[src/design/arlc_pkg.sv]
// Package for the ack/retry link controller: field widths, operation and
// event codes, link modes and the item and result structs.
// No dependencies; every other design file imports it.
package arlc_pkg;

	localparam int SEQ_BITS       = 16;
	localparam int CHALLENGE_BITS = 32;
	localparam int RES_DEPTH      = 4;
	localparam int RES_PTR_BITS   = $clog2(RES_DEPTH);
	localparam int RES_CNT_BITS   = $clog2(RES_DEPTH + 1);

	localparam logic [SEQ_BITS-1:0] SEQ_ALL_ONES = {SEQ_BITS{1'b1}};

	// configuration register indexes and reset values
	localparam logic [1:0]  CFG_MAX_ATTEMPTS  = 2'd0;
	localparam logic [1:0]  CFG_ACK_TIMEOUT   = 2'd1;
	localparam logic [3:0]  MAX_ATTEMPTS_RST  = 4'd5;
	localparam logic [15:0] ACK_TIMEOUT_RST   = 16'd5000;

	// operations
	localparam logic [2:0] OP_OPEN   = 3'd0;
	localparam logic [2:0] OP_CLOSE  = 3'd1;
	localparam logic [2:0] OP_ACTION = 3'd2;
	localparam logic [2:0] OP_PACKET = 3'd3;
	localparam logic [2:0] OP_TICK   = 3'd4;

	// packet types
	localparam logic [1:0] PT_CONNECT = 2'd0;
	localparam logic [1:0] PT_STATUS  = 2'd1;
	localparam logic [1:0] PT_ACTION  = 2'd2;
	localparam logic [1:0] PT_CLOSE   = 2'd3;

	// flag bits of a transmitted packet
	localparam int FLAG_SYN  = 0;
	localparam int FLAG_ACK  = 1;
	localparam int FLAG_TEST = 2;

	// events
	localparam logic [3:0] EV_NONE          = 4'd0;
	localparam logic [3:0] EV_SYN_SENT      = 4'd1;
	localparam logic [3:0] EV_CONNECTED     = 4'd2;
	localparam logic [3:0] EV_ACTION_SENT   = 4'd3;
	localparam logic [3:0] EV_ACKED         = 4'd4;
	localparam logic [3:0] EV_RESENT        = 4'd5;
	localparam logic [3:0] EV_NOT_CONNECTED = 4'd6;
	localparam logic [3:0] EV_BAD_ACK       = 4'd7;
	localparam logic [3:0] EV_GAVE_UP       = 4'd8;
	localparam logic [3:0] EV_PEER_CLOSED   = 4'd9;
	localparam logic [3:0] EV_CLOSED        = 4'd10;
	localparam logic [3:0] EV_BUSY          = 4'd11;
	localparam logic [3:0] EV_STATUS        = 4'd12;
	localparam logic [3:0] EV_BAD_HANDSHAKE = 4'd13;

	typedef enum logic [1:0] {
		MODE_OFF  = 2'd0,
		MODE_HAND = 2'd1,
		MODE_CONN = 2'd2,
		MODE_WAIT = 2'd3
	} mode_t;

	typedef struct packed {
		logic [2:0]                operation;
		logic [7:0]                peer;
		logic                      test_mode;
		logic [7:0]                action_cmd;
		logic [1:0]                pkt_type;
		logic                      pkt_syn;
		logic                      pkt_ack;
		logic                      pkt_nak;
		logic                      pkt_test;
		logic [SEQ_BITS-1:0]       pkt_seq;
		logic [CHALLENGE_BITS-1:0] pkt_challenge;
		logic [7:0]                pkt_backlog;
	} item_t;

	typedef struct packed {
		logic                      send_valid;
		logic [7:0]                send_dest;
		logic [1:0]                send_type;
		logic [2:0]                send_flags;
		logic [SEQ_BITS-1:0]       send_seq;
		logic [CHALLENGE_BITS-1:0] send_challenge;
		logic [7:0]                send_cmd;
		logic [3:0]                event_res;
		logic [1:0]                link_state;
		logic [7:0]                last_backlog;
		logic                      last;
	} res_t;

	// build a result that carries a packet
	function automatic res_t send_pkt(input logic [7:0] dest, input logic [1:0] ptype,
			input logic [2:0] flags, input logic [SEQ_BITS-1:0] seq,
			input logic [CHALLENGE_BITS-1:0] chal, input logic [7:0] cmd,
			input logic [3:0] ev);
		res_t r;
		r                = '0;
		r.send_valid     = 1'b1;
		r.send_dest      = dest;
		r.send_type      = ptype;
		r.send_flags     = flags;
		r.send_seq       = seq;
		r.send_challenge = chal;
		r.send_cmd       = cmd;
		r.event_res      = ev;
		return r;
	endfunction

	// build a result that reports an event only
	function automatic res_t note(input logic [3:0] ev);
		res_t r;
		r           = '0;
		r.event_res = ev;
		return r;
	endfunction

endpackage

[src/design/arlc_core.sv]
// Protocol engine of the ack/retry link controller: link state registers and
// the single-pass next-state and result logic for one transaction.
// Depends on arlc_pkg.
module arlc_core
	import arlc_pkg::*;
(
	input  logic        clk,
	input  logic        arst_n,
	input  logic        fire,
	input  item_t       item,
	input  logic [3:0]  max_attempts,
	input  logic [15:0] ack_timeout_ticks,
	output res_t        res0,
	output res_t        res1,
	output logic        two_res
);

	mode_t               mode_q, n_mode;
	logic [SEQ_BITS-1:0] seq_q, n_seq;
	logic [7:0]          peer_q, n_peer;
	logic [7:0]          pend_q, n_pend;
	logic [3:0]          att_q, n_att;
	logic [15:0]         tmr_q, n_tmr;
	logic [7:0]          backlog_q, n_backlog;

	logic [3:0]          att_inc;
	logic [15:0]         tmr_inc;
	res_t                r0, r1;
	logic                two;
	res_t                close_pkt;

	assign att_inc = att_q + 4'd1;
	assign tmr_inc = tmr_q + 16'd1;

	// CLOSE to the current peer with the current sequence
	assign close_pkt = send_pkt(peer_q, PT_CLOSE, 3'b000, seq_q, '0, 8'd0, EV_NONE);

	// compute next state and results for the held transaction
	always_comb begin
		n_mode    = mode_q;
		n_seq     = seq_q;
		n_peer    = peer_q;
		n_pend    = pend_q;
		n_att     = att_q;
		n_tmr     = tmr_q;
		n_backlog = backlog_q;
		r0        = note(EV_NONE);
		r1        = note(EV_NONE);
		two       = 1'b0;

		case (item.operation)
			OP_OPEN: begin
				if (mode_q != MODE_OFF) begin
					r0 = note(EV_BUSY);
				end else begin
					n_peer = item.peer;
					n_mode = MODE_HAND;
					n_seq  = '0;
					n_att  = '0;
					n_tmr  = '0;
					r0 = send_pkt(item.peer, PT_CONNECT, {item.test_mode, 1'b0, 1'b1},
						'0, '0, 8'd0, EV_SYN_SENT);
				end
			end
			OP_CLOSE: begin
				r0           = close_pkt;
				r0.event_res = EV_CLOSED;
				n_mode       = MODE_OFF;
				n_seq        = '0;
				n_att        = '0;
				n_tmr        = '0;
			end
			OP_ACTION: begin
				if (mode_q == MODE_WAIT) begin
					r0 = note(EV_BUSY);
				end else if (mode_q != MODE_CONN) begin
					r0 = note(EV_NOT_CONNECTED);
				end else if (peer_q == 8'd0) begin
					n_mode = MODE_OFF;
					r0     = note(EV_NOT_CONNECTED);
				end else begin
					n_pend = item.action_cmd;
					n_att  = '0;
					n_tmr  = '0;
					n_mode = MODE_WAIT;
					r0 = send_pkt(peer_q, PT_ACTION, 3'b000, seq_q, '0, item.action_cmd,
						EV_ACTION_SENT);
				end
			end
			OP_PACKET: begin
				case (item.pkt_type)
					PT_CONNECT: begin
						if (mode_q != MODE_HAND) begin
							r0 = note(EV_NONE);
						end else if (!(item.pkt_syn && item.pkt_ack)) begin
							r0 = note(EV_BAD_HANDSHAKE);
						end else begin
							r0 = send_pkt(peer_q, PT_CONNECT, {item.pkt_test, 1'b1, 1'b0},
								'0, ~item.pkt_challenge, 8'd0, EV_CONNECTED);
							n_seq  = SEQ_BITS'(1);
							n_mode = MODE_CONN;
						end
					end
					PT_STATUS: begin
						if (item.pkt_nak) begin
							r0 = note(EV_NONE);
						end else begin
							n_backlog = item.pkt_backlog;
							if (item.pkt_seq == '0 || item.pkt_seq == SEQ_ALL_ONES ||
									mode_q != MODE_WAIT) begin
								r0 = note(EV_STATUS);
							end else if (item.pkt_seq > seq_q) begin
								// ack ahead of us: drop the link
								r0           = close_pkt;
								r0.event_res = EV_BAD_ACK;
								n_mode       = MODE_OFF;
								n_seq        = '0;
								n_att        = '0;
								n_tmr        = '0;
							end else if (item.pkt_seq == seq_q) begin
								n_seq  = seq_q + SEQ_BITS'(1);
								n_mode = MODE_CONN;
								n_att  = '0;
								n_tmr  = '0;
								r0     = note(EV_ACKED);
							end else begin
								// stale ack uses up an attempt
								n_att = att_inc;
								if (att_inc >= max_attempts) begin
									r0           = close_pkt;
									r0.event_res = EV_GAVE_UP;
									n_mode       = MODE_OFF;
									n_seq        = '0;
									n_att        = '0;
									n_tmr        = '0;
								end else begin
									r0 = note(EV_STATUS);
								end
							end
						end
					end
					PT_CLOSE: begin
						n_mode = MODE_OFF;
						n_seq  = '0;
						n_peer = 8'd0;
						n_att  = '0;
						n_tmr  = '0;
						r0     = note(EV_PEER_CLOSED);
					end
					default: begin
						r0 = note(EV_NONE);
					end
				endcase
			end
			OP_TICK: begin
				if (mode_q == MODE_WAIT) begin
					if (tmr_inc >= ack_timeout_ticks) begin
						// timeout: resend, and give up if attempts run out
						n_tmr = '0;
						n_att = att_inc;
						r0 = send_pkt(peer_q, PT_ACTION, 3'b000, seq_q, '0, pend_q, EV_RESENT);
						if (att_inc >= max_attempts) begin
							two          = 1'b1;
							r1           = close_pkt;
							r1.event_res = EV_GAVE_UP;
							n_mode       = MODE_OFF;
							n_seq        = '0;
							n_att        = '0;
						end
					end else begin
						n_tmr = tmr_inc;
						r0    = note(EV_NONE);
					end
				end else begin
					r0 = note(EV_NONE);
				end
			end
			default: begin
				r0 = note(EV_NONE);
			end
		endcase

		// stamp the state after the whole transaction
		r0.link_state   = n_mode;
		r0.last_backlog = n_backlog;
		r0.last         = !two;
		r1.link_state   = n_mode;
		r1.last_backlog = n_backlog;
		r1.last         = 1'b1;
	end

	assign res0    = r0;
	assign res1    = r1;
	assign two_res = two;

	// hold link state, advance on each processed transaction
	always_ff @(posedge clk or negedge arst_n) begin
		if (!arst_n) begin
			mode_q    <= MODE_OFF;
			seq_q     <= '0;
			peer_q    <= 8'd0;
			pend_q    <= 8'd0;
			att_q     <= 4'd0;
			tmr_q     <= 16'd0;
			backlog_q <= 8'd0;
		end else if (fire) begin
			mode_q    <= n_mode;
			seq_q     <= n_seq;
			peer_q    <= n_peer;
			pend_q    <= n_pend;
			att_q     <= n_att;
			tmr_q     <= n_tmr;
			backlog_q <= n_backlog;
		end
	end

`ifndef ASSERT_OFF
	// a double result only comes from a timeout that gives up
	a_two_gave_up: assert property (@(posedge clk) disable iff (!arst_n)
		two |-> (r1.event_res == EV_GAVE_UP && r0.event_res == EV_RESENT))
		else $error("double result without give-up");

	// waiting for an ack always has an owner to send to and a sequence
	a_wait_peer: assert property (@(posedge clk) disable iff (!arst_n)
		(fire && n_mode == MODE_WAIT && mode_q != MODE_WAIT) |-> (peer_q != 8'd0))
		else $error("entered ack wait without peer");

	// a give-up clears the attempts and closes the link
	a_att_limit: assert property (@(posedge clk) disable iff (!arst_n)
		(fire && two) |=> (att_q == 4'd0 && mode_q == MODE_OFF))
		else $error("give-up did not clear the link");
`endif

endmodule

[src/design/arlc_res_fifo.sv]
// Result queue of the ack/retry link controller: a small ring of result
// entries that takes one or two results a cycle and hands out one.
// Depends on arlc_pkg.
module arlc_res_fifo
	import arlc_pkg::*;
(
	input  logic clk,
	input  logic arst_n,
	input  logic push,
	input  logic push_two,
	input  res_t din0,
	input  res_t din1,
	input  logic pop,
	output res_t dout,
	output logic not_empty,
	output logic room_two
);

	res_t                    mem_q [RES_DEPTH];
	logic [RES_PTR_BITS-1:0] wr_ptr_q;
	logic [RES_PTR_BITS-1:0] rd_ptr_q;
	logic [RES_CNT_BITS-1:0] count_q;
	logic [RES_PTR_BITS-1:0] wr_ptr_nx;
	logic [RES_CNT_BITS-1:0] n_push;
	logic                    do_pop;

	assign wr_ptr_nx = wr_ptr_q + RES_PTR_BITS'(1);
	assign n_push    = push ? (push_two ? RES_CNT_BITS'(2) : RES_CNT_BITS'(1))
		: RES_CNT_BITS'(0);
	assign do_pop    = pop && not_empty;
	assign not_empty = (count_q != '0);
	assign room_two  = (count_q <= RES_CNT_BITS'(RES_DEPTH - 2));
	assign dout      = mem_q[rd_ptr_q];

	// store pushed results
	always_ff @(posedge clk) begin
		if (push) begin
			mem_q[wr_ptr_q] <= din0;
			if (push_two) begin
				mem_q[wr_ptr_nx] <= din1;
			end
		end
	end

	// advance pointers and fill level
	always_ff @(posedge clk or negedge arst_n) begin
		if (!arst_n) begin
			wr_ptr_q <= '0;
			rd_ptr_q <= '0;
			count_q  <= '0;
		end else begin
			wr_ptr_q <= wr_ptr_q + RES_PTR_BITS'(n_push);
			if (do_pop) begin
				rd_ptr_q <= rd_ptr_q + RES_PTR_BITS'(1);
			end
			count_q <= count_q + n_push - RES_CNT_BITS'(do_pop);
		end
	end

`ifndef ASSERT_OFF
	// never push beyond the free space
	a_no_overflow: assert property (@(posedge clk) disable iff (!arst_n)
		push |-> room_two)
		else $error("result queue overflow");

	// fill level stays within the ring
	a_count_range: assert property (@(posedge clk) disable iff (!arst_n)
		count_q <= RES_CNT_BITS'(RES_DEPTH))
		else $error("result queue count out of range");

	// pointer distance matches the fill level
	a_ptr_count: assert property (@(posedge clk) disable iff (!arst_n)
		(count_q != RES_CNT_BITS'(RES_DEPTH)) |->
		(RES_PTR_BITS'(wr_ptr_q - rd_ptr_q) == RES_PTR_BITS'(count_q)))
		else $error("result queue pointers disagree with count");
`endif

endmodule

[src/design/ack_retry_link_controller_unit.sv]
// Top level of the ack/retry link controller: input register, configuration
// registers, protocol engine and result queue.
// Depends on arlc_pkg, arlc_core and arlc_res_fifo.
//
// Client side of a stop-and-wait link: open/close/action requests, received
// packets and timer ticks enter as items; each item yields one result (two
// when a timeout resend runs out of attempts and the link gives up), the
// final one marked by last. An item is accepted whenever item_stall is low;
// it is held in the input register until the result queue has room for two
// results, is processed in one pass by the protocol engine and is then
// written to a four-entry result queue, whose head drives the result port.
// Sustained rate is one item per cycle while the input does not stall,
// limited by the single result port: a two-result item needs two pops on the
// output side, and the input stalls while the queue lacks room for two
// results.
// Configuration (index 0 max_attempts, index 1 ack_timeout_ticks) is always
// ready and must be written only while the block is idle.
module ack_retry_link_controller_unit
	import arlc_pkg::*;
(
	input  logic                      clk,
	input  logic                      arst_n,
	// configuration write channel
	input  logic                      cfg_valid,
	output logic                      cfg_ready,
	input  logic [1:0]                cfg_index,
	input  logic [15:0]               cfg_data,
	// item channel
	input  logic                      item_valid,
	output logic                      item_stall,
	input  logic [2:0]                operation,
	input  logic [7:0]                peer,
	input  logic                      test_mode,
	input  logic [7:0]                action_cmd,
	input  logic [1:0]                pkt_type,
	input  logic                      pkt_syn,
	input  logic                      pkt_ack,
	input  logic                      pkt_nak,
	input  logic                      pkt_test,
	input  logic [SEQ_BITS-1:0]       pkt_seq,
	input  logic [CHALLENGE_BITS-1:0] pkt_challenge,
	input  logic [7:0]                pkt_backlog,
	// result channel
	output logic                      res_valid,
	input  logic                      res_stall,
	output logic                      send_valid,
	output logic [7:0]                send_dest,
	output logic [1:0]                send_type,
	output logic [2:0]                send_flags,
	output logic [SEQ_BITS-1:0]       send_seq,
	output logic [CHALLENGE_BITS-1:0] send_challenge,
	output logic [7:0]                send_cmd,
	output logic [3:0]                event_res,
	output logic [1:0]                link_state,
	output logic [7:0]                last_backlog,
	output logic                      last
);

	logic [3:0]  max_att_q;
	logic [15:0] timeout_q;
	item_t       item_s1;
	logic        valid_s1;
	logic        advance;
	logic        accept;
	logic        room_two;
	res_t        res0, res1, head;
	logic        two_res;

	assign cfg_ready  = 1'b1;
	assign advance    = valid_s1 && room_two;
	assign item_stall = valid_s1 && !room_two;
	assign accept     = item_valid && !item_stall;

	// configuration registers
	always_ff @(posedge clk or negedge arst_n) begin
		if (!arst_n) begin
			max_att_q <= MAX_ATTEMPTS_RST;
			timeout_q <= ACK_TIMEOUT_RST;
		end else if (cfg_valid && cfg_ready) begin
			unique case (cfg_index)
				CFG_MAX_ATTEMPTS: max_att_q <= cfg_data[3:0];
				CFG_ACK_TIMEOUT:  timeout_q <= cfg_data;
				default: ;
			endcase
		end
	end

	// input register valid
	always_ff @(posedge clk or negedge arst_n) begin
		if (!arst_n) begin
			valid_s1 <= 1'b0;
		end else if (accept) begin
			valid_s1 <= 1'b1;
		end else if (advance) begin
			valid_s1 <= 1'b0;
		end
	end

	// capture the accepted transaction
	always_ff @(posedge clk) begin
		if (accept) begin
			item_s1 <= '{operation: operation, peer: peer, test_mode: test_mode,
				action_cmd: action_cmd, pkt_type: pkt_type, pkt_syn: pkt_syn,
				pkt_ack: pkt_ack, pkt_nak: pkt_nak, pkt_test: pkt_test,
				pkt_seq: pkt_seq, pkt_challenge: pkt_challenge,
				pkt_backlog: pkt_backlog};
		end
	end

	arlc_core u_core (
		.clk               (clk),
		.arst_n            (arst_n),
		.fire              (advance),
		.item              (item_s1),
		.max_attempts      (max_att_q),
		.ack_timeout_ticks (timeout_q),
		.res0              (res0),
		.res1              (res1),
		.two_res           (two_res)
	);

	arlc_res_fifo u_res_fifo (
		.clk       (clk),
		.arst_n    (arst_n),
		.push      (advance),
		.push_two  (two_res),
		.din0      (res0),
		.din1      (res1),
		.pop       (!res_stall),
		.dout      (head),
		.not_empty (res_valid),
		.room_two  (room_two)
	);

	// drive result fields from the queue head
	assign send_valid     = head.send_valid;
	assign send_dest      = head.send_dest;
	assign send_type      = head.send_type;
	assign send_flags     = head.send_flags;
	assign send_seq       = head.send_seq;
	assign send_challenge = head.send_challenge;
	assign send_cmd       = head.send_cmd;
	assign event_res      = head.event_res;
	assign link_state     = head.link_state;
	assign last_backlog   = head.last_backlog;
	assign last           = head.last;

`ifndef ASSERT_OFF
	// stall only while a transaction waits in the input register
	a_stall_held: assert property (@(posedge clk) disable iff (!arst_n)
		item_stall |-> valid_s1)
		else $error("stall without held transaction");

	// a held transaction that could not advance is still there
	a_hold_item: assert property (@(posedge clk) disable iff (!arst_n)
		(valid_s1 && !advance) |=> (valid_s1 && $stable(item_s1)))
		else $error("held transaction lost");

	// a processed transaction shows up at the result port
	a_result_appears: assert property (@(posedge clk) disable iff (!arst_n)
		advance |=> res_valid)
		else $error("processed transaction produced no result");
`endif

endmodule
[config.mk]
export PLATFORM = sky130hd
export DESIGN_NAME = ack_retry_link_controller_unit
export DESIGN_NICKNAME = d
export VERILOG_FILES = /design/src/design/arlc_pkg.sv /design/src/design/arlc_core.sv /design/src/design/arlc_res_fifo.sv /design/src/design/ack_retry_link_controller_unit.sv
export SDC_FILE = /design/constraint.sdc
export NUM_CORES = 1
export LEC_CHECK = 0
export ABC_AREA = 1
export BUFFER_PORTS_ARGS = -buffer_cell sky130_fd_sc_hd__buf_2
export CORE_MARGIN = 2
export CORE_UTILIZATION = 55
export DETAILED_ROUTE_END_ITERATION = 7
export PLACE_DENSITY = 0.77
export SYNTH_ARGS = -nofsm -noshare
export SYNTH_HDL_FRONTEND = slang
export SYNTH_HIERARCHICAL = 1
export SYNTH_SLANG_ARGS = --single-unit
[constraint.sdc]
create_clock -name clk -period 8.72 [get_ports clk]
set_clock_uncertainty 0.2 [all_clocks]
set_input_delay 0.872 -clock clk [delete_from_list [all_inputs] [get_ports clk]]
set_output_delay 0.872 -clock clk [all_outputs]
set_load 0.05 [all_outputs]
==> results.py, run 1 <==
metrics = {
    "setup_path": {
        "cpPeakStageDelay_ns": 0.81,
        "r2r_cells": 23,
        "critical_path.startpoint": "u_core/tmr_q[0]",
        "critPathCapture": "u_res_fifo/mem_q[2][80]",
        "crit_arrival_ns": 5.85,
        "cp_data_required_time_ns": 8.74,
        "path_class": "flip-flop to flip-flop",
        "path_cells": "ha_1, nand3_1, nor2_1, nand2_1, nor2_1, inv_1, nor2_1, inv_1, nor3_1, nand4_1, xnor2_1, ha_1, nand4_1, nor3_1, nand3_1, nand2_1, nand2_2, nor2_2, buf_4, nand2_1, inv_6, nand2_4, nand2_8",
        "reg2reg_to": "u_res_fifo/mem_q[2][80]",
        "r2r_start": "u_core/tmr_q[0]",
        "critPathMaxFanout": 85,
        "regToRegSetupSlack_ns": 2.89,
        "start_kind": "flip-flop",
        "slowest_stage": "nand2_8",
        "cp-end-kind": "flip-flop",
    },
    "flow_run": {
        "drv_cap": 0,
    },
    "run_status": {
        "status": "completed",
    },
    "clocking": {
        "cts_resized": 0,
        "cts.path.max_buffers": 3,
        "path_clk_slew_ns": 0.06,
        "cts.sinks": 512,
        "cts_tree": "built",
        "cts_buffers": 54,
        "insertion_delay_ns": 0.60,
        "htree_levels": 2,
        "root_buffer": "clkbuf_16",
    },
    "floorplanning": {
        "io_pins": 193,
        "start_util_pct": 55.45,
        "fp.dieArea_mm2": 0.05208,
        "die_h_um": 228.2,
        "coreArea_mm2": 0.04986,
        "dieWidth_um": 228.2,
        "num_rows": 82,
    },
    "power_and_ir_drop": {
        "pwr_density_cell_mw_per_mm2": 318.8,
        "leakage_nw": 13.94,
        "power_mw": 9.701,
        "ir_worst_vdd_uv": 201.0,
    },
    "timing": {
        "min_period_ns": 5.828,
        "rsz0062_at_grt": "false",
        "final-hold-violation-count": 0,
        "finalSetupViolations": 0,
        "min_period_over_period_pct": 66.83,
        "worst_pin_slew_ns": 1.243,
        "fmax_ghz": 0.1716,
        "drv_slew": 0,
        "slew_headroom_pct": 17.17,
        "setup_tns_ns": 0,
    },
    "drt": {
        "routed-via-count": 22770,
        "routedWlPerCell_um": 17.22,
        "vias_per_cell": 5.471,
        "drc": 0,
        "drt_iter0_drc": 2414,
        "routed_wl_mm": 71.69,
        "ant_nets": 0,
        "drtPass1Iterations": 6,
    },
    "logic_synthesis": {
        "synth_flop_cell": "edfxtp_1",
        "postSynthAreaPerCell_um2": 8.217,
        "syn-cell-area_mm2": 0.02765,
        "synth_seq_cells": 512,
        "yosys.cell_types.count": 52,
        "synth_enable_flop_cells": 422,
        "ys_seq_area_share_pct": 54.01,
        "synth_cells": 3365,
        "ys_warn_count": 6,
        "async_flop_share_pct": 17.58,
    },
    "global_routing": {
        "grt_max_degree": 120,
        "antenna_found_initial": 1,
        "grt_util_all_layers_pct": 27.38,
        "grt_pass1_vias": 21430,
        "gr-total-overflow": 0,
        "grt_pass1_wl_mm": 113.8,
    },
    "finish": {
        "finalNetCount": 3595,
        "diodes": 0,
        "drive_gt1_share_pct": 10.83,
        "area_delta_synth_final_pct": 10.06,
    },
    "place": {
        "portBuffers": 191,
        "dpl.hpwl_mm": 42.10,
        "routabilityCongestion": 0.9434,
    },
    "hold_path": {
        "hold_path_class": "primary input to flip-flop",
    },
}
cell usage in the layout, fill, tap and decap left out, types with 3 or more instances in the layout:
| cell type | Yosys | routed |
|---|---|---|
| nand2_1 | 1307 | 1303 |
| o211ai_1 | 5 | 5 |
| nand2_4 | 3 | 6 |
| dfstp_2 | 7 | 7 |
| clkbuf_8 | 0 | 9 |
| inv_2 | 22 | 19 |
| dfrtp_1 | 83 | 82 |
| nand2_2 | 10 | 10 |
| nor3_4 | 2 | 3 |
| xor2_1 | 12 | 12 |
| nand3b_1 | 3 | 3 |
| edfxtp_1 | 422 | 422 |
| conb_1 | 3 | 48 |
| o22ai_1 | 7 | 7 |
| a21oi_1 | 33 | 33 |
| buf_4 | 66 | 27 |
| clkbuf_16 | 0 | 57 |
| nand4_1 | 29 | 29 |
| inv_1 | 236 | 236 |
| clkinv_2 | 0 | 10 |
| o31ai_1 | 3 | 3 |
| xnor2_1 | 4 | 4 |
| ha_1 | 43 | 43 |
| nor2_1 | 296 | 292 |
| nor2_2 | 10 | 8 |
| clkinv_1 | 1 | 5 |
| nor3_1 | 6 | 5 |
| nor2_4 | 2 | 8 |
| clkbuf_1 | 69 | 17 |
| buf_2 | 87 | 190 |
| o2111ai_1 | 3 | 3 |
| o21ai_0 | 221 | 220 |
| nand3_2 | 4 | 4 |
| nand3_1 | 305 | 305 |
| o21ai_1 | 22 | 22 |
worst max-delay path, delay by kind of cell, from the launching register on:
kind | cells | cell delay, ns
and+or+nand+nor | 16 | 3.14
buffers and inverters | 4 | 0.83
adders and majority gates | 2 | 0.54
DFF | 1 | 0.44
xor gates and xnor gates | 1 | 0.17
metal layers:
layer  up-vias  global-route usage (%)  share of wire (%)
met3       134                   4.400                9.3
met2      1128                   44.83                 47
met5         -                       0              0.015
li1      11010                       -                  -
met4         2                   8.640                2.3
met1     10500                   37.61                 42
per-stage QoR:
| step | instance area (um^2) | utilization [%] | hold slack, ns | worst slack, ns | instances |
|---|---|---|---|---|---|
| floorplan | 27820 | - | 0.2419 | 1.068 | 3410 |
| global placement | 28670 | 57.50 | 0.2513 | 3.208 | 4061 |
| detailed placement | 28670 | 57.50 | 0.2589 | 3.089 | 4061 |
| CTS | 30430 | 61.03 | 0.2098 | 3.001 | 4162 |
| global route | 30430 | 61.03 | 0.2176 | 2.375 | 4162 |
| finish | 30430 | 61.03 | 0.2422 | 2.892 | 4162 |
layout make-up:
class | count | area [um^2]
Timing Repair Buffer | 219 | 1184
Clock buffer | 83 | 1614
Sequential cell | 512 | 14940
Clock inverter | 17 | 136.4
Multi-Input combinational cell | 2399 | 10730
Tap cell | 672 | 840.8
Fill cell | 4279 | 19430
Inverter | 260 | 987.2
synth_stat cells (2+ instances only):
cell	instances	area share (%)
nand2_2	10	0.23
o21a_1	2	0.054
o21ai_1	22	0.40
nand2_1	1307	18
buf_4	66	1.8
a21o_1	2	0.054
dfstp_2	7	0.67
o2111ai_1	3	0.095
xnor2_1	4	0.13
nor3_1	6	0.11
inv_1	236	3.2
nand4_1	29	0.66
o22ai_2	2	0.090
nor2_1	296	4.0
nor2_2	10	0.23
dfrtp_1	83	7.5
nor2_4	2	0.081
ha_1	43	1.9
clkbuf_1	69	0.94
nand2_4	3	0.12
o22ai_1	7	0.16
nor3_4	2	0.12
o211ai_1	5	0.14
buf_1	14	0.19
o32ai_1	2	0.063
xor2_1	12	0.38
nand3b_1	3	0.081
nand3_2	4	0.14
o21ai_0	221	4.0
edfxtp_1	422	46
buf_2	87	1.6
inv_2	22	0.30
buf_6	3	0.12
nand3_1	305	5.5
a21oi_1	33	0.60
conb_1	3	0.041
o31ai_1	3	0.081
worst min path at each step:
stage                        from             to  slack (ns)  cells past startpoint
detailed placement   timeout_q[8]   timeout_q[8]        0.26                      2
CTS                 action_cmd[4]    item_s1[66]        0.21                      1
global placement    timeout_q[12]  timeout_q[12]        0.25                      2
finish                pkt_seq[11]    item_s1[51]        0.24                      1
floorplan            max_att_q[1]   max_att_q[1]        0.24                      2
global route        action_cmd[4]    item_s1[66]        0.22                      1
sequential cells by signal, indices dropped and copies added, names as in the netlist:
register	cells
u_res_fifo/count_q	3
u_res_fifo/wr_ptr_q	2
u_core/backlog_q	8
u_core/peer_q	8
u_core/seq_q	16
timeout_q	16
u_core/att_q	4
valid_s1	1
u_res_fifo/mem_q	340
max_att_q	4
u_core/mode_q	2
u_core/tmr_q	16
u_core/pend_q	8
u_res_fifo/rd_ptr_q	2
item_s1	82
cell families after synthesis:
| logic type | Yosys count | share of synthesized area, % |
|---|---|---|
| AO/OA/AOI/OAI | 306 | 5.851 |
| adder cells (fa/ha/maj) | 44 | 2.018 |
| buffers and inverters | 499 | 8.155 |
| AND/OR/NAND/NOR | 1985 | 29.42 |
| XOR/XNOR | 16 | 0.5068 |
| other | 3 | 0.04072 |
| flip-flops | 512 | 54.01 |
repair_timing:
item / 4_1_cts / 5_1_grt
endpoints found under the setup margin: 0 / 0
endpoints found under the hold margin: 11 / 0
hold buffers: 1 / 0
buffers inserted: 0 / 0
power by group:
part           switching, mW  internal, mW  total (mW)
Combinational           3.09         0.798        3.89
Clock                  0.948          1.33        2.28
Sequential             0.260          3.28        3.54
Total                   4.30          5.40        9.70
(Power assumes the default switching activity.)
==> run 2, diff against run 1 <==
--- a/config.mk
+++ b/config.mk
@@ -5,12 +5,12 @@
 export SDC_FILE = /design/constraint.sdc
 export NUM_CORES = 1
 export LEC_CHECK = 0
-export ABC_AREA = 1
+export ABC_AREA = 0
 export BUFFER_PORTS_ARGS = -buffer_cell sky130_fd_sc_hd__buf_2
 export CORE_MARGIN = 2
 export CORE_UTILIZATION = 55
 export DETAILED_ROUTE_END_ITERATION = 7
-export PLACE_DENSITY = 0.77
+export PLACE_DENSITY = 0.74
 export SYNTH_ARGS = -nofsm -noshare
 export SYNTH_HDL_FRONTEND = slang
 export SYNTH_HIERARCHICAL = 1
==> constraint.sdc (replaced) <==
create_clock -name clk -period 5.9 [get_ports clk]
set_clock_uncertainty 0.2 [all_clocks]
set_input_delay 0.59 -clock clk [delete_from_list [all_inputs] [get_ports clk]]
set_output_delay 0.59 -clock clk [all_outputs]
set_load 0.05 [all_outputs]
==> run 2 against run 1 <==
  * Wire length is 18% lower
  * Critical path depth is 9 lower
  * Worst hold slack worse by 0.21 ns
  * Synthesized area is 6.5% lower
  * Maximum frequency is 3.8% higher
  * Setup slack worse by 2.6 ns
  * Combinational power is 14% higher
  * Via count is 31% lower
  * Critical path type unchanged
==> results.py, run 2 <==
metrics = {
    "setup_path": {
        "critPathCapture": "u_res_fifo/mem_q[1][58]",
        "crit_arrival_ns": 5.75,
        "critPathMaxFanout": 35,
        "reg2reg_to": "u_res_fifo/mem_q[1][58]",
        "crit_cells": 14,
        "cpPeakStageDelay_ns": 0.61,
        "crit_buf_inv": 1,
        "cp-end-kind": "flip-flop",
        "critical_path.startpoint": "u_core/tmr_q[2]",
        "r2r_start": "u_core/tmr_q[2]",
        "path_cells": "and4_1, and4_1, nand3_1, or2_2, o21ai_0, nand2_1, ha_1, nand4_1, a311o_1, a21oi_2, and2_1, and4bb_4, buf_12, mux2_1",
        "path_class": "flip-flop to flip-flop",
        "crit_family": "simple AND/OR/NAND/NOR gates",
        "regToRegSetupSlack_ns": 0.28,
        "cp_data_required_time_ns": 6.04,
        "slowest_stage": "a21oi_2",
        "r2r_cells": 14,
        "start_kind": "flip-flop",
        "crit_top_cell": "and4_1",
    },
    "clocking": {
        "cts_buffers": 54,
        "root_buffer": "clkbuf_16",
        "htree_levels": 2,
        "path_clk_slew_ns": 0.06,
        "insertion_delay_ns": 0.60,
        "cts.path.max_buffers": 3,
        "cts.sinks": 512,
        "cts_tree": "built",
        "postCtsSetupBuffers": 0,
        "cts_resized": 0,
        "postCtsHoldBufs": 95,
    },
    "global_routing": {
        "grt_pass1_vias": 16190,
        "grt_util_all_layers_pct": 24.45,
        "grt_pass1_wl_mm": 91.06,
        "grt_max_degree": 71,
        "gr-total-overflow": 0,
        "antenna_found_initial": 0,
    },
    "drt": {
        "vias_per_cell": 5.883,
        "drtPass1Iterations": 6,
        "routed-via-count": 15620,
        "routedWlPerCell_um": 22.11,
        "drt_iter0_drc": 952,
        "ant_nets": 0,
        "drc": 0,
        "routed_wl_mm": 58.71,
    },
    "logic_synthesis": {
        "synth_flop_cell": "edfxtp_1",
        "yosys.cell_types.count": 75,
        "synth_top_area_share_pct": 49.04,
        "async_flop_share_pct": 17.58,
        "postSynthAreaPerCell_um2": 14.83,
        "syn-cell-area_mm2": 0.02584,
        "ys_seq_area_share_pct": 57.79,
        "synthTopCellsByCount": "edfxtp_1, mux2_2, nand2_1",
        "synth_seq_cells": 512,
        "synth_area_leaders": "edfxtp_1, mux2_2, dfrtp_1, mux4_2, mux2_1",
        "ys_warn_count": 6,
        "yosys.area.top_type": "edfxtp_1",
        "yosysMostFrequentCell": "edfxtp_1",
        "synth_cells": 1742,
        "synth_enable_flop_cells": 422,
    },
    "finish": {
        "final_cell_mix": "edfxtp_1, mux2_2, buf_2",
        "top_regs": "u_res_fifo/mem_q (340), item_s1 (82)",
        "area_delta_synth_final_pct": 16.12,
        "post-route-util_pct": 64.59,
        "finalNetCount": 2154,
        "layout_commonest_cell": "edfxtp_1",
        "largest_reg_flops": 340,
        "drive_gt1_share_pct": 36.33,
        "diodes": 0,
        "top_register": "u_res_fifo/mem_q",
    },
    "floorplanning": {
        "dieWidth_um": 220.8,
        "fp.dieArea_mm2": 0.04873,
        "die_h_um": 220.8,
        "coreArea_mm2": 0.04646,
        "num_rows": 79,
        "io_pins": 193,
        "start_util_pct": 55.62,
    },
    "power_and_ir_drop": {
        "leakage_nw": 11.95,
        "pwr_density_cell_mw_per_mm2": 440.8,
        "ir_worst_vdd_uv": 439.0,
        "power_mw": 13.23,
    },
    "run_status": {
        "status": "completed",
    },
    "timing": {
        "min_period_ns": 5.616,
        "fmax_ghz": 0.1781,
        "worst_hold_slack_ns": 0.03235,
        "min_period_over_period_pct": 95.18,
        "rsz0062_at_grt": "false",
        "drv_slew": 0,
        "final-hold-violation-count": 0,
        "slew_headroom_pct": 9.809,
        "finalSetupViolations": 0,
        "worst_pin_slew_ns": 1.343,
    },
    "hold_path": {
        "min_path_cells": 2,
        "hold_path_class": "primary input to flip-flop",
    },
    "place": {
        "dpl.hpwl_mm": 35.49,
        "portBuffers": 191,
        "routabilityCongestion": 0.8741,
    },
    "flow_run": {
        "drv_cap": 0,
    },
}
run 2: worst min-delay path by stage:
stage | from | endpoint | slack [ns]
global route | cfg_data[15] | timeout_q[15] | 0.02
CTS | cfg_data[15] | timeout_q[15] | 0.000006
detailed placement | u_core/pend_q[0] | u_core/pend_q[0] | 0.30
global placement | u_core/pend_q[3] | u_core/pend_q[3] | 0.29
floorplan | arst_n | max_att_q[1] | 0.09
finish | cfg_data[15] | timeout_q[15] | 0.03
run 2: power by group:
part	switching, mW	total [mW]	internal, mW
clock network	1.39	3.45	2.06
logic	2.97	4.44	1.47
registers	0.527	5.34	4.81
total	4.89	13.2	8.34
run 2: logic make-up after synthesis:
| family | synth area share, % |
|---|---|
| XOR/XNOR | 0.7118 |
| adder cells (fa/ha/maj) | 2.198 |
| AND/OR/NAND/NOR | 6.459 |
| other | 0.04358 |
| flip-flops | 57.79 |
| multiplexers | 24.03 |
| AO/OA/AOI/OAI | 4.474 |
| buffers and inverters | 4.295 |
run 2: layer usage:
layer | routed length (um) | track usage (%) | vias up
met4 | 1127 | 6.689 | 0
li1 | - | - | 7179
met1 | 25210 | 33.23 | 7918
met3 | 3226 | 3.753 | 67
met2 | 29140 | 41.23 | 456
met5 | 0 | 0 | -
run 2: cell type report:
type | count | area (um^2)
repair buffers | 320 | 2302
multi-input cells | 1066 | 10010
well taps | 607 | 759.5
fillers | 3319 | 16450
inverters | 51 | 191.4
flip-flops and latches | 512 | 14940
clock buffers | 78 | 1565
clock inverters | 21 | 237.7
run 2: per-stage QoR:
stage	worst slack, ns	instance area, um^2	setup TNS, ns	cells
global route	0.02923	30010	0	2655
CTS	0.3560	30010	0	2655
global placement	0.5135	27250	0	2461
floorplan	-0.4933	26030	-83.86	1787
finish	0.2844	30010	0	2655
detailed placement	0.4171	27250	0	2461
